==> config.mk <==
export PLATFORM = sky130hd
export DESIGN_NAME = rtcp_sdes_packet_validator
export DESIGN_NICKNAME = d
export VERILOG_FILES = /design/src/rtl/core/rsv_pkg.sv /design/src/rtl/core/rsv_parser.sv /design/src/rtl/core/rtcp_sdes_packet_validator.sv
export SDC_FILE = /design/constraint.sdc
export NUM_CORES = 1
export LEC_CHECK = 0
export BUFFER_PORTS_ARGS = -buffer_cell sky130_fd_sc_hd__buf_2
export CAP_MARGIN = 40
export CORE_UTILIZATION = 64
export CTS_BUF_LIST = sky130_fd_sc_hd__clkbuf_8 sky130_fd_sc_hd__clkbuf_16
export DETAILED_ROUTE_END_ITERATION = 8
export PLACE_DENSITY = 0.83
export SLEW_MARGIN = 15
export SYNTH_ARGS = -nofsm -noshare
export SYNTH_HDL_FRONTEND = slang
export SYNTH_SLANG_ARGS = --single-unit
==> constraint.sdc <==
create_clock -name clk -period 6.9 [get_ports clk]
set_input_delay 1.035 -clock clk [delete_from_list [all_inputs] [get_ports clk]]
set_output_delay 1.035 -clock clk [all_outputs]
set_load 0.03 [all_outputs]
==> src/rtl/core/rsv_pkg.sv <==
package rsv_pkg;

    localparam int AREA_W  = 18;
    localparam int COUNT_W = 15;
    localparam int TEXT_W  = 8;
    localparam int PHASE_W = 3;

    localparam logic [AREA_W-1:0] WORD_BYTES      = AREA_W'(4);
    localparam logic [AREA_W-1:0] MIN_CHUNK_BYTES = AREA_W'(8);

    localparam logic [PHASE_W-1:0] PH_HEADER = 3'd0;
    localparam logic [PHASE_W-1:0] PH_SSRC   = 3'd1;
    localparam logic [PHASE_W-1:0] PH_TYPE   = 3'd2;
    localparam logic [PHASE_W-1:0] PH_LEN    = 3'd3;
    localparam logic [PHASE_W-1:0] PH_TEXT   = 3'd4;
    localparam logic [PHASE_W-1:0] PH_PAD    = 3'd5;
    localparam logic [PHASE_W-1:0] PH_DONE   = 3'd6;

    localparam logic [1:0] HDR_LEN_HI = 2'd2;
    localparam logic [1:0] HDR_LEN_LO = 2'd3;

    typedef struct packed {
        logic [7:0] data_byte;
        logic       last_byte;
    } in_item_t;

    typedef struct packed {
        logic               packet_valid;
        logic [COUNT_W-1:0] chunk_count;
    } out_item_t;

endpackage

==> src/rtl/core/rsv_parser.sv <==
module rsv_parser
    import rsv_pkg::*;
(
    input  logic      clk,
    input  logic      rst_n,
    input  logic      step,
    input  in_item_t  item,
    output out_item_t result
);

    logic [PHASE_W-1:0] phase_reg, phase_next;
    logic [1:0]         hdr_idx_reg, hdr_idx_next;
    logic [AREA_W-1:0]  area_reg, area_next;
    logic [AREA_W-1:0]  consumed_reg, consumed_next;
    logic [AREA_W-1:0]  offset_reg, offset_next;
    logic [AREA_W-1:0]  chunk_rem_reg, chunk_rem_next;
    logic [TEXT_W-1:0]  text_reg, text_next;
    logic [COUNT_W-1:0] chunks_reg, chunks_next;
    logic               err_reg, err_next;

    logic               start_chunk;
    logic               end_chunk;
    logic [AREA_W-1:0]  rem;
    logic [AREA_W:0]    item_end;
    logic [AREA_W:0]    len_end;
    logic [7:0]         b;
    logic               pkt_ok;

    assign b = item.data_byte;

    always_comb
    begin
        phase_next     = phase_reg;
        hdr_idx_next   = hdr_idx_reg;
        area_next      = area_reg;
        consumed_next  = consumed_reg;
        offset_next    = offset_reg;
        chunk_rem_next = chunk_rem_reg;
        text_next      = text_reg;
        chunks_next    = chunks_reg;
        err_next       = err_reg;
        start_chunk    = 1'b0;
        end_chunk      = 1'b0;
        rem            = '0;
        // item bounds use the offset before this byte
        item_end       = {1'b0, offset_reg} + (AREA_W+1)'(2);
        len_end        = {1'b0, offset_reg} + (AREA_W+1)'(1) + (AREA_W+1)'(b);

        if (phase_reg == PH_HEADER)
        begin
            hdr_idx_next = hdr_idx_reg + 2'd1;
            if (hdr_idx_reg == HDR_LEN_HI)
            begin
                area_next = {2'b00, b, 8'h00};
            end
            else if (hdr_idx_reg == HDR_LEN_LO)
            begin
                area_next     = {area_reg[15:8], b, 2'b00};
                consumed_next = '0;
                start_chunk   = 1'b1;
            end
        end
        else if (phase_reg < PH_DONE)
        begin
            consumed_next = consumed_reg + AREA_W'(1);
            offset_next   = offset_reg + AREA_W'(1);
            case (phase_reg)
                PH_SSRC:
                begin
                    if (offset_next >= WORD_BYTES)
                        phase_next = PH_TYPE;
                end
                PH_TYPE:
                begin
                    if (b == 8'h00)
                    begin
                        if (offset_next[1:0] == 2'b00)
                            end_chunk = 1'b1;
                        else
                            phase_next = PH_PAD;
                    end
                    else if (item_end > {1'b0, chunk_rem_reg})
                    begin
                        err_next   = 1'b1;
                        phase_next = PH_DONE;
                    end
                    else
                    begin
                        phase_next = PH_LEN;
                    end
                end
                PH_LEN:
                begin
                    if (len_end >= {1'b0, chunk_rem_reg})
                    begin
                        err_next   = 1'b1;
                        phase_next = PH_DONE;
                    end
                    else if (b == 8'h00)
                    begin
                        phase_next = PH_TYPE;
                    end
                    else
                    begin
                        text_next  = b;
                        phase_next = PH_TEXT;
                    end
                end
                PH_TEXT:
                begin
                    text_next = text_reg - TEXT_W'(1);
                    if (text_next == '0)
                        phase_next = PH_TYPE;
                end
                PH_PAD:
                begin
                    if (offset_next[1:0] == 2'b00)
                        end_chunk = 1'b1;
                end
                default:
                begin
                end
            endcase
        end

        if (end_chunk)
        begin
            if (offset_next > chunk_rem_reg)
            begin
                err_next   = 1'b1;
                phase_next = PH_DONE;
            end
            else
            begin
                chunks_next = chunks_reg + COUNT_W'(1);
                start_chunk = 1'b1;
            end
        end

        // open the next chunk, finish when the area is used up, or flag an error if less than a minimum chunk remains
        if (start_chunk)
        begin
            rem = area_next - consumed_next;
            if (consumed_next >= area_next)
            begin
                phase_next = PH_DONE;
            end
            else if (rem < MIN_CHUNK_BYTES)
            begin
                err_next   = 1'b1;
                phase_next = PH_DONE;
            end
            else
            begin
                chunk_rem_next = rem;
                offset_next    = '0;
                phase_next     = PH_SSRC;
            end
        end
    end

    assign pkt_ok              = !err_next && (phase_next == PH_DONE);
    assign result.packet_valid = pkt_ok;
    assign result.chunk_count  = pkt_ok ? chunks_next : '0;

    always_ff @(posedge clk or negedge rst_n)
    begin
        if (!rst_n)
        begin
            phase_reg     <= PH_HEADER;
            hdr_idx_reg   <= '0;
            area_reg      <= '0;
            consumed_reg  <= '0;
            offset_reg    <= '0;
            chunk_rem_reg <= '0;
            text_reg      <= '0;
            chunks_reg    <= '0;
            err_reg       <= 1'b0;
        end
        else if (step)
        begin
            if (item.last_byte)
            begin
                phase_reg     <= PH_HEADER;
                hdr_idx_reg   <= '0;
                area_reg      <= '0;
                consumed_reg  <= '0;
                offset_reg    <= '0;
                chunk_rem_reg <= '0;
                text_reg      <= '0;
                chunks_reg    <= '0;
                err_reg       <= 1'b0;
            end
            else
            begin
                phase_reg     <= phase_next;
                hdr_idx_reg   <= hdr_idx_next;
                area_reg      <= area_next;
                consumed_reg  <= consumed_next;
                offset_reg    <= offset_next;
                chunk_rem_reg <= chunk_rem_next;
                text_reg      <= text_next;
                chunks_reg    <= chunks_next;
                err_reg       <= err_next;
            end
        end
    end

    a_err_done: assert property (@(posedge clk) disable iff (!rst_n)
        err_reg |-> phase_reg == PH_DONE)
        else $error("error flag set outside done phase");

    a_last_clears: assert property (@(posedge clk) disable iff (!rst_n)
        step && item.last_byte |=> phase_reg == PH_HEADER && hdr_idx_reg == 2'd0
                                   && chunks_reg == '0)
        else $error("state not cleared after last byte");

    a_text_nonzero: assert property (@(posedge clk) disable iff (!rst_n)
        phase_reg == PH_TEXT |-> text_reg != '0)
        else $error("text phase with no bytes left");

    a_header_clean: assert property (@(posedge clk) disable iff (!rst_n)
        phase_reg == PH_HEADER |-> !err_reg && chunks_reg == '0)
        else $error("header phase carries stale chunk state");

endmodule

==> src/rtl/core/rtcp_sdes_packet_validator.sv <==
// result_valid rises once the last byte has been transferred into the input register and its parser step
// has loaded the result register
// throughput: one byte per cycle; a last byte stalls only while the previous result is not taken
// reset: rst_n asynchronously clears both valid flags and the parser state
module rtcp_sdes_packet_validator
    import rsv_pkg::*;
(
    input  logic      clk,
    input  logic      rst_n,
    input  logic      byte_valid,
    output logic      byte_ready,
    input  in_item_t  byte_data,
    output logic      result_valid,
    input  logic      result_ready,
    output out_item_t result_data
);

    logic      hold_valid_reg;
    in_item_t  hold_reg;
    logic      res_valid_reg;
    out_item_t res_reg;
    out_item_t parsed;
    logic      advance;

    // a last byte waits only when the result slot is still occupied
    assign advance    = hold_valid_reg &&
                        (!hold_reg.last_byte || !res_valid_reg || result_ready);
    assign byte_ready = !hold_valid_reg || advance;

    always_ff @(posedge clk or negedge rst_n)
    begin
        if (!rst_n)
            hold_valid_reg <= 1'b0;
        else if (byte_ready)
            hold_valid_reg <= byte_valid;
    end

    always_ff @(posedge clk)
    begin
        if (byte_ready && byte_valid)
            hold_reg <= byte_data;
    end

    rsv_parser u_parser (
        .clk    (clk),
        .rst_n  (rst_n),
        .step   (advance),
        .item   (hold_reg),
        .result (parsed)
    );

    always_ff @(posedge clk or negedge rst_n)
    begin
        if (!rst_n)
            res_valid_reg <= 1'b0;
        else if (advance && hold_reg.last_byte)
            res_valid_reg <= 1'b1;
        else if (result_ready)
            res_valid_reg <= 1'b0;
    end

    always_ff @(posedge clk)
    begin
        if (advance && hold_reg.last_byte)
            res_reg <= parsed;
    end

    assign result_valid = res_valid_reg;
    assign result_data  = res_reg;

    a_invalid_zero: assert property (@(posedge clk) disable iff (!rst_n)
        res_valid_reg && !res_reg.packet_valid |-> res_reg.chunk_count == '0)
        else $error("invalid packet reports chunks");

    a_no_overwrite: assert property (@(posedge clk) disable iff (!rst_n)
        res_valid_reg && !result_ready |-> !(advance && hold_reg.last_byte))
        else $error("pending result overwritten");

    a_hold_stall: assert property (@(posedge clk) disable iff (!rst_n)
        hold_valid_reg && !advance |=> hold_valid_reg && $stable(hold_reg))
        else $error("held byte lost while stalled");

endmodule
==> flow_metrics.py, run 1 <==
metrics = {
    "critical_path": {
        "r2r-start": "u_parser.phase_reg[1]$_DFFE_PN0P_",
        "cp_common_cell": "nand2_1",
        "critical_path.max_fanout": 19,
        "reg2reg_depth": 17,
        "cpMaxStageDelayCell": "dfrtp_1",
        "crit_chain": "or3_1, nand2_1, nor2_1, and3_1, nand2_1, or3_1, o21a_1, ha_1, and4_1, nand2_1, a211oi_1, a2111oi_0, a211o_1, or4b_1, o31a_1, o21ai_4, a22o_1",
        "path_class": "flop to flop",
        "cp.arrival_ps": 6620,
        "cp-start-kind": "flop",
        "max_stage_delay_ps": 710,
        "endpoint_kind": "flop",
        "cp.required_ps": 7260,
        "crit_start": "u_parser.phase_reg[1]$_DFFE_PN0P_",
    },
    "clock_network": {
        "ctsHoldBuffers": 0,
        "cts_made_buffers": 17,
        "post_cts_resized": 0,
        "clk_latency_ps": 430,
        "cts_root_buffer": "clkbuf_16",
        "post-cts-setup-buffers": 0,
        "cts_max_level": 4,
        "clockBufferDepth": 2,
        "clk_pin_slew_ps": 60,
        "cts_tree": "done",
        "numClockSinks": 128,
    },
    "global_route": {
        "grt_usage": 0.348,
        "overflow": 0,
        "grt_pass1_wl_mm": 43.6,
        "grt_pass1_vias": 8395,
        "grt_max_degree": 66,
        "antenna_found_initial": 0,
    },
    "placement": {
        "hpwl_mm": 19.6,
        "io_buffers": 30,
        "routabilityCongestion": 0.965,
        "dp.cells": 1326,
    },
    "synth": {
        "synth-main-ff-cell": "dfrtp_1",
        "ys_seq_elements": 128,
        "synth_nets": 1250,
        "synth_cell_types": 79,
        "yosysWarningCount": 0,
        "synth_area_sq_um": 10000,
        "synthArstFlopShare": 0.805,
        "syn_inst": 1146,
        "syn_avg_cell_area_sq_um": 8.74,
        "synth_edf_count": 25,
        "seq_area_frac_synth": 0.332,
    },
    "pwr": {
        "irDropWorstVdd_mv": 0.469,
        "powerDensity_nw_per_um2": 382,
        "power.leakage_nw": 4.71,
    },
    "sta": {
        "fin_crit_sh": 0.906,
        "finalHoldViolations": 0,
        "setup-tns-final_ps": 0,
        "worst_pin_slew_ps": 881,
        "setup_viol": 0,
        "rsz0062_at_grt": "no",
        "maxSlewHeadroom": 0.413,
        "finalMaxSlewViolations": 0,
        "period_needed_ps": 6250,
        "fmax_ghz": 0.160,
        "finClkSkew_ps": 10.5,
    },
    "outcome": {
        "status": "finished clean",
    },
    "route": {
        "drc_errors": 0,
        "viasPerCell": 6.62,
        "drt_first_pass_iters": 5,
        "antenna_left": 0,
        "route.detailed.wl_per_inst_microns": 20.0,
        "vias": 9001,
        "drt_iter0_markers": 867,
        "wl_mm": 27.2,
    },
    "hold_path": {
        "hold_start": "u_parser.area_reg[0]$_DFFE_PN0P_",
        "min_path_cells": 1,
        "min_path_type": "flop to flop",
    },
    "floorplan": {
        "io_pins": 31,
        "start_util": 0.657,
        "die-area_sq_um": 16200,
        "die_y_microns": 127,
        "die_w_microns": 127,
        "core.rowCount": 45,
        "design.core.area_sq_um": 15300,
    },
    "layout": {
        "final_util": 0.707,
        "diodes": 0,
        "fin_nets": 1239,
        "layout_commonest_cell": "nand2_1",
        "areaGrowthSynthToFinish_pct": 7.66,
        "final_cell_mix": "nand2_1 (113), dfrtp_1 (103), ha_1 (89)",
        "drive_above_1_share": 0.0836,
        "fin_cells": 1359,
    },
    "job": {
        "cap_violations": 0,
    },
}
[final cells by class]
class	count	area (sq um)
Clock inverter	15	146
Sequential cell	128	3330
Timing Repair Buffer	42	238
Fill cell	1162	4470
Clock buffer	17	425
Multi-Input combinational cell	898	6200
Tap cell	211	264
Inverter	48	180
[cell usage after synthesis (10+ instances only)]
cell type / n / share of area
xnor2_1: 45 / 0.039
ha_1: 89 / 0.11
a21oi_1: 51 / 0.025
a22o_1: 65 / 0.057
o31ai_1: 17 / 0.013
nor2_1: 76 / 0.028
a21o_1: 14 / 0.010
a31oi_1: 18 / 0.011
nand4_1: 23 / 0.014
dfrtp_1: 103 / 0.26
and2_1: 10 / 0.0062
and3_1: 14 / 0.0087
o21a_1: 11 / 0.0082
nand3_1: 44 / 0.022
o21ai_0: 79 / 0.039
nand2_1: 114 / 0.043
nand2b_1: 10 / 0.0062
inv_1: 48 / 0.018
xor2_1: 31 / 0.027
mux2i_1: 10 / 0.010
edfxtp_1: 25 / 0.075
nor3_1: 22 / 0.011
nor2b_1: 20 / 0.012
clkbuf_1: 58 / 0.022
a211oi_1: 13 / 0.0097
[final timing paths]
path / end / slack (ps)
min in group asynchronous: u_parser.chunk_rem_reg[16]$_DFFE_PN0P_ / 650
worst max register to register: u_parser.chunk_rem_reg[7]$_DFFE_PN0P_ / 650
worst max-delay path: u_parser.chunk_rem_reg[7]$_DFFE_PN0P_ / 650
worst min register to register: u_parser.area_reg[0]$_DFFE_PN0P_ / 500
worst min-delay path: u_parser.area_reg[0]$_DFFE_PN0P_ / 500
max in group asynchronous: u_parser.consumed_reg[1]$_DFFE_PN0P_ / 5060
[layer usage]
metal	GRT usage	vias to the layer above	wire [microns]
li1	-	4202	-
met1	0.455	4225	11100
met2	0.554	485	12600
met3	0.0704	89	2250
met4	0.174	0	1160
met5	0	-	0
[per-stage QoR]
step / total power [mW] / cell area, sq um / worst slack, ps / hold WS, ps
final: 4.12 / 10800 / 648 / 498
after global routing: 4.38 / 10800 / 238 / 502
after CTS: 4.06 / 10800 / 744 / 498
after detailed placement: 3.17 / 10200 / 779 / 483
after global placement: 3.14 / 10200 / 816 / 471
after floorplan: 2.59 / 10000 / 1990 / 453
[worst max-delay path, delay by kind of cell, from the launching register on]
family | cells | cell delay (ps)
flops | 1 | 710
simple gates | 9 | 2890
fa+ha+maj | 1 | 460
compound gates | 7 | 2120
[kinds of logic after synthesis]
logic type / count (synthesis) / share of synthesized area
AND/OR/NAND/NOR: 377 / 0.187
AO/OA/AOI/OAI: 336 / 0.231
buffers and inverters: 120 / 0.0491
flip-flops: 128 / 0.332
XOR/XNOR: 76 / 0.0664
multiplexers: 18 / 0.0190
adder cells (fa/ha/maj): 91 / 0.115
[power breakdown]
group | switching [mW] | total (mW) | internal (mW)
sequential | 0.114 | 0.959 | 0.845
clock | 0.383 | 0.889 | 0.506
combinational | 1.41 | 2.27 | 0.861
(Power assumes the default switching activity.)
==> run 2: changes to the inputs <==
- ABC_AREA: not set -> 1
==> run 2 against run 1 <==
Effect of this change: non-clock buffer count shrank 5; final cell count grew 14%; wire length shrank 1.6%; flip-flop and latch count is the same.
==> flow_metrics.py, run 2 <==
metrics = {
    "pwr": {
        "p_sw_mw": 2.67,
        "power_frac_seq": 0.185,
        "clkPwrFrac": 0.168,
        "p_comb_frac": 0.647,
        "switching_share": 0.512,
        "internal_power_mw": 2.55,
        "power.total_mw": 5.22,
        "powerDensity_nw_per_um2": 479,
        "irDropWorstVdd_mv": 0.288,
        "power.leakage_nw": 5.21,
    },
    "global_route": {
        "grt_pass1_wl_mm": 44.0,
        "overflow": 0,
        "antenna_found_initial": 0,
        "grt_usage": 0.352,
        "use_met1": 0.462,
        "busiest_layer": "met2",
        "grtUsageMet2": 0.562,
        "grt_max_degree": 61,
        "grt_pass1_vias": 8874,
        "grt_use_met3": 0.0704,
    },
    "outcome": {
        "status": "finished clean",
    },
    "clock_network": {
        "post-cts-setup-buffers": 0,
        "clockBufferDepth": 2,
        "cts_root_buffer": "clkbuf_16",
        "clk_pin_slew_ps": 60,
        "post_cts_resized": 0,
        "clk_latency_ps": 440,
        "ctsHoldBuffers": 0,
        "cts_made_buffers": 17,
        "cts_tree": "done",
        "numClockSinks": 128,
        "cts_max_level": 4,
    },
    "synth": {
        "synth_area_leader_cell": "dfrtp_1",
        "syn_inst": 1318,
        "syn_avg_cell_area_sq_um": 7.58,
        "synth-main-ff-cell": "dfrtp_1",
        "ys_top_cells_by_area": "dfrtp_1 (26%), ha_1 (11%), nand2_1 (10%)",
        "synthArstFlopShare": 0.805,
        "yosysWarningCount": 0,
        "synth_edf_count": 25,
        "yosysMostFrequentCell": "nand2_1",
        "synth_top_area_frac": 0.258,
        "synth_area_sq_um": 9990,
        "synth_nets": 1422,
        "ys_seq_elements": 128,
        "ys_top_cells_by_count": "nand2_1 (265), inv_1 (195), dfrtp_1 (103), nor2_1 (97), o21ai_0 (92)",
        "seq_area_frac_synth": 0.333,
        "synth_cell_types": 55,
    },
    "sta": {
        "rsz0062_at_grt": "no",
        "setup_viol": 0,
        "period_needed_ps": 5400,
        "fmax_ghz": 0.185,
        "fin_crit_sh": 0.783,
        "worst_pin_slew_ps": 783,
        "setup-tns-final_ps": 0,
        "worst_slack_ps": 1500,
        "finalMaxSlewViolations": 0,
        "maxSlewHeadroom": 0.477,
        "finClkSkew_ps": 11.6,
        "worst_hold_slack_ps": 512,
        "finalHoldViolations": 0,
    },
    "critical_path": {
        "path_class": "flop to flop",
        "critPathBufInv": 3,
        "crit_start": "u_parser.phase_reg[0]$_DFFE_PN0P_",
        "r2r-start": "u_parser.phase_reg[0]$_DFFE_PN0P_",
        "cp-start-kind": "flop",
        "cpMaxStageDelayCell": "nand2_1",
        "critical_path.max_fanout": 23,
        "max_stage_delay_ps": 610,
        "cp.required_ps": 7180,
        "cp.arrival_ps": 5680,
        "endpoint_kind": "flop",
        "crit_family": "simple AND/OR/NAND/NOR gates",
        "r2r-end": "u_parser.offset_reg[13]$_DFFE_PN0P_",
        "reg2reg_depth": 24,
        "r2r_slack_ps": 1500,
        "crit_chain": "nor2_1, nand2_2, nand2_1, inv_1, o21ai_0, inv_1, ha_1, fa_1, nor2_4, nand2_2, nand2_2, nand2_2, nand2_2, nand3_2, nand2_1, nand3_1, nand2_1, nand3b_1, nor2_1, nand2_4, nand2_1, inv_1, nand2_1, o21ai_0",
    },
    "floorplan": {
        "die_y_microns": 127,
        "start_util": 0.657,
        "die_w_microns": 127,
        "core.rowCount": 45,
        "design.core.area_sq_um": 15200,
        "io_pins": 31,
        "die-area_sq_um": 16100,
    },
    "route": {
        "viasPerCell": 6.08,
        "drt_first_pass_iters": 7,
        "drt_iter0_markers": 979,
        "wl_mm": 26.7,
        "drc_errors": 0,
        "antenna_left": 0,
        "vias": 9387,
        "route.detailed.wl_per_inst_microns": 17.3,
    },
    "layout": {
        "layout_commonest_cell": "nand2_1",
        "fin_cells": 1545,
        "final_util": 0.716,
        "diodes": 0,
        "final_area_sq_um": 10900,
        "final_cell_mix": "nand2_1 (265), inv_1 (197), dfrtp_1 (103)",
        "drive_above_1_share": 0.0995,
        "fin_nets": 1448,
        "areaGrowthSynthToFinish_pct": 9.06,
    },
    "job": {
        "cap_violations": 0,
    },
    "hold_path": {
        "hold_start": "u_parser.area_reg[0]$_DFFE_PN0P_",
        "min_path_type": "flop to flop",
        "min_path_cells": 2,
        "whs_endpoint": "u_parser.area_reg[0]$_DFFE_PN0P_",
    },
    "placement": {
        "hpwl_mm": 20.2,
        "dp_slack_ps": 1770,
        "dp.cells": 1513,
        "place_area_sq_um": 10300,
        "routabilityCongestion": 1.01,
        "io_buffers": 30,
    },
}
run 2: cell types whose count changed in the layout (fill, tap and decap cells not counted), sizes merged, moves of 13 or more:
| cell | previous run | this run |
|---|---|---|
| nor2b | 20 | 0 |
| a21o | 14 | 1 |
| inv | 56 | 207 |
| o22ai | 6 | 69 |
| and3 | 14 | 0 |
| o31ai | 17 | 2 |
| o21ai | 82 | 104 |
| xnor2 | 45 | 9 |
| nand2 | 114 | 282 |
| nor2 | 77 | 124 |
| xor2 | 31 | 59 |
| a31oi | 18 | 2 |
| a22o | 65 | 0 |
run 2: how the worst max path moves through the flow:
stage / endpoint / slack [ps] / depth (start not counted)
3_5_place_dp: u_parser.phase_reg[1]$_DFFE_PN0P_ / 1770 / 24
5_1_grt: u_parser.phase_reg[1]$_DFFE_PN0P_ / 1050 / 24
2_1_floorplan: result_data[14]$_SDFFCE_PN0P_ / 2910 / 27
3_3_place_gp: result_data[4]$_SDFFCE_PN0P_ / 1860 / 24
4_1_cts: u_parser.offset_reg[13]$_DFFE_PN0P_ / 1650 / 24
6_report: u_parser.offset_reg[13]$_DFFE_PN0P_ / 1500 / 24
run 2: area by class of cell:
type	instances	area, sq um
fill	1181	4310
sequential	128	3330
tap	188	235
multi-input combinational	953	5740
clock buffer	17	425
timing repair buffer	37	238
inverter	207	777
clock inverter	15	149
run 2: cell families after synthesis:
logic type	after synthesis	share of synthesized area
compound gates	260	0.149
xor+xnor	68	0.0604
fa+ha+maj	91	0.116
buf+inv	237	0.0921
flops	128	0.333
mux	2	0.00200
simple gates	532	0.247
run 2: metal layers:
layer | vias up | share of wire
met5 | - | 0
met4 | 0 | 0.046
met3 | 112 | 0.085
met2 | 514 | 0.45
met1 | 4309 | 0.42
li1 | 4452 | -
run 2: power groups by stage:
stage	combinational [mW]	sequential, mW	clock [mW]
after floorplan	2.54	0.958	0
after global placement	3.18	0.972	0
after detailed placement	3.24	0.976	0
after CTS	3.29	0.963	0.877
after global routing	3.77	0.979	0.911
final	3.38	0.967	0.877
run 2: worst register-to-register path, stage by stage (launching register included):
cell and delay, ps:
dfrtp_1 430, nor2_1 180, nand2_2 140, nand2_1 610, inv_1 580, o21ai_0 410
inv_1 90, ha_1 240, fa_1 440, nor2_4 150, nand2_2 60, nand2_2 120
nand2_2 60, nand2_2 130, nand3_2 90, nand2_1 90, nand3_1 70, nand2_1 90
nand3b_1 90, nor2_1 180, nand2_4 110, nand2_1 470, inv_1 220, nand2_1 110
o21ai_0 90
==> run 3: changes to the inputs <==
- CORE_UTILIZATION: 64 -> 58
- PLACE_DENSITY: 0.83 -> 0.79
- clock period: 6.9 -> 4.89 ns (I/O delays scaled with it)
==> run 3 against run 2 <==
Effect of this change: hold slack worse by 340 ps; via count is 0.68% lower; die area is 10% higher; maximum frequency is 20% higher; global-route usage is 2.8 points lower; combinational power is 45% higher; sequential power is 41% higher; critical path type unchanged; critical endpoint is now u_parser.chunk_rem_reg[15]$_DFFE_PN0P_.
==> flow_metrics.py, run 3 (same netlist as run 2, synthesis figures left out) <==
metrics = {
    "critical_path": {
        "path_class": "flop to flop",
        "r2r-start": "u_parser.phase_reg[0]$_DFFE_PN0P_",
        "cp.arrival_ps": 4800,
        "critical_path.max_fanout": 14,
        "cp-start-kind": "flop",
        "reg2reg_depth": 22,
        "endpoint_kind": "flop",
        "r2r_slack_ps": 380,
        "cp.required_ps": 5170,
        "r2r-end": "u_parser.chunk_rem_reg[15]$_DFFE_PN0P_",
    },
    "floorplan": {
        "start_util": 0.598,
        "core.rowCount": 47,
        "design.core.area_sq_um": 16700,
        "io_pins": 31,
        "die-area_sq_um": 17700,
        "die_w_microns": 133,
        "die_y_microns": 133,
    },
    "outcome": {
        "status": "finished clean",
    },
    "global_route": {
        "grt_pass1_vias": 8658,
        "grt_pass1_wl_mm": 44.1,
        "grt_max_degree": 62,
        "grt_usage": 0.323,
        "antenna_found_initial": 0,
        "overflow": 0,
    },
    "layout": {
        "final_area_sq_um": 11100,
        "diodes": 0,
        "final_cell_mix": "nand2_1 (264), inv_1 (197), dfrtp_1 (101)",
        "fillers": 1429,
        "fin_cells": 1592,
        "final_util": 0.662,
        "layout_commonest_cell": "nand2_1",
        "areaGrowthSynthToFinish_pct": 10.7,
        "fin_nets": 1463,
        "drive_above_1_share": 0.113,
    },
    "job": {
        "cap_violations": 0,
    },
    "route": {
        "viasPerCell": 5.86,
        "wl_mm": 27.8,
        "route.detailed.wl_per_inst_microns": 17.5,
        "drc_errors": 0,
        "drt_first_pass_iters": 6,
        "drt_iter0_markers": 903,
        "antenna_left": 0,
        "vias": 9323,
    },
    "sta": {
        "setup-tns-final_ps": 0,
        "setup_viol": 0,
        "period_needed_ps": 4510,
        "finalHoldViolations": 0,
        "fin_crit_sh": 0.923,
        "finalMaxSlewViolations": 0,
        "maxSlewHeadroom": 0.514,
        "worst_pin_slew_ps": 728,
        "worst_hold_slack_ps": 176,
        "fmax_ghz": 0.222,
        "finClkSkew_ps": 10.9,
    },
    "clock_network": {
        "cts_tree": "done",
        "ctsHoldBuffers": 0,
        "numClockSinks": 128,
        "cts_made_buffers": 17,
        "cts_root_buffer": "clkbuf_16",
        "clk_pin_slew_ps": 70,
        "clk_latency_ps": 430,
        "cts_max_level": 4,
        "clockBufferDepth": 2,
    },
    "pwr": {
        "power.leakage_nw": 5.27,
        "powerDensity_nw_per_um2": 679,
        "irDropWorstVdd_mv": 0.370,
    },
    "placement": {
        "hpwl_mm": 20.7,
        "place_area_sq_um": 10400,
        "io_buffers": 30,
        "routabilityCongestion": 0.985,
        "dp.cells": 1551,
    },
    "hold_path": {
        "min_path_type": "input port to asynchronous set/reset pin",
    },
}
==> run 3: cell types whose count changed in the layout (fill, tap and decap cells not counted), sizes merged <==
cell      previous run  this run
clkinvlp             3         4
inv                207       212
clkinv              10         5
bufinv               2         1
buf                 37        52
==> run 3: timing repair <==
action / 4_1_cts / 5_1_grt
gates resized for setup: 0 / 7
endpoints found under the setup margin: 0 / 40
buffers inserted: 0 / 7
==> run 3: metal layers <==
| metal | vias to the layer above | share of wire | track usage |
|---|---|---|---|
| li1 | 4482 | - | - |
| met1 | 4294 | 0.44 | 0.456 |
| met2 | 468 | 0.43 | 0.479 |
| met3 | 79 | 0.094 | 0.0715 |
| met4 | 0 | 0.034 | 0.140 |
| met5 | - | 0 | 0 |
==> run 3: how the worst max path moves through the flow <==
| stage | startpoint | to | depth (start not counted) | slack, ps |
|---|---|---|---|---|
| 5_1_grt | u_parser.phase_reg[0]$_DFFE_PN0P_ | result_data[11]$_SDFFCE_PN0P_ | 23 | -80 |
| 3_5_place_dp | u_parser.offset_reg[0]$_DFFE_PN0P_ | result_data[0]$_SDFFCE_PN0P_ | 35 | 200 |
| 2_1_floorplan | u_parser.phase_reg[0]$_DFFE_PN0P_ | result_data[14]$_SDFFCE_PN0P_ | 27 | 900 |
| 4_1_cts | u_parser.phase_reg[2]$_DFFE_PN0P_ | result_data[4]$_SDFFCE_PN0P_ | 23 | 130 |
| 6_report | u_parser.phase_reg[0]$_DFFE_PN0P_ | u_parser.chunk_rem_reg[15]$_DFFE_PN0P_ | 22 | 380 |
| 3_3_place_gp | u_parser.phase_reg[2]$_DFFE_PN0P_ | result_data[4]$_SDFFCE_PN0P_ | 22 | 290 |
==> run 3: per-stage QoR <==
stage | power (mW) | worst slack (ps)
3_3_place_gp | 6.04 | 291
2_1_floorplan | 4.93 | 901
5_1_grt | 8.16 | -78.4
6_report | 7.51 | 378
3_5_place_dp | 6.09 | 201
4_1_cts | 7.36 | 132
==> run 3: area by class of cell <==
class	instances	area [sq um]	share of cell area
clock inverter	15	139	0.0126
multi-input combinational	953	5750	0.520
tap	220	275	0.0249
timing repair buffer	52	358	0.0324
clock buffer	17	425	0.0385
sequential	128	3330	0.301
inverter	207	777	0.0703
==> run 3: worst max-delay path, stage by stage, from the launching register on <==
cell,delay (ps)
dfrtp_1,440
nor2_1,100
nand2_2,140
nand2_1,210
nor2_2,210
nand2_1,120
nor3_1,160
nand4_1,220
nor4_2,240
mux2i_1,250
inv_1,80
ha_1,400
nand2_1,140
nor3_1,280
nand3b_1,150
nand4_1,140
nand3_1,100
nor2_2,100
nand3_2,110
nand2_4,120
nor2_2,70
inv_1,430
o22ai_1,160
==> run 3: power by group <==
group	internal, mW	switching, mW	leakage [nW]
clock network	0.706	0.537	0.273
logic	1.67	3.23	3.35
registers	1.24	0.127	1.65
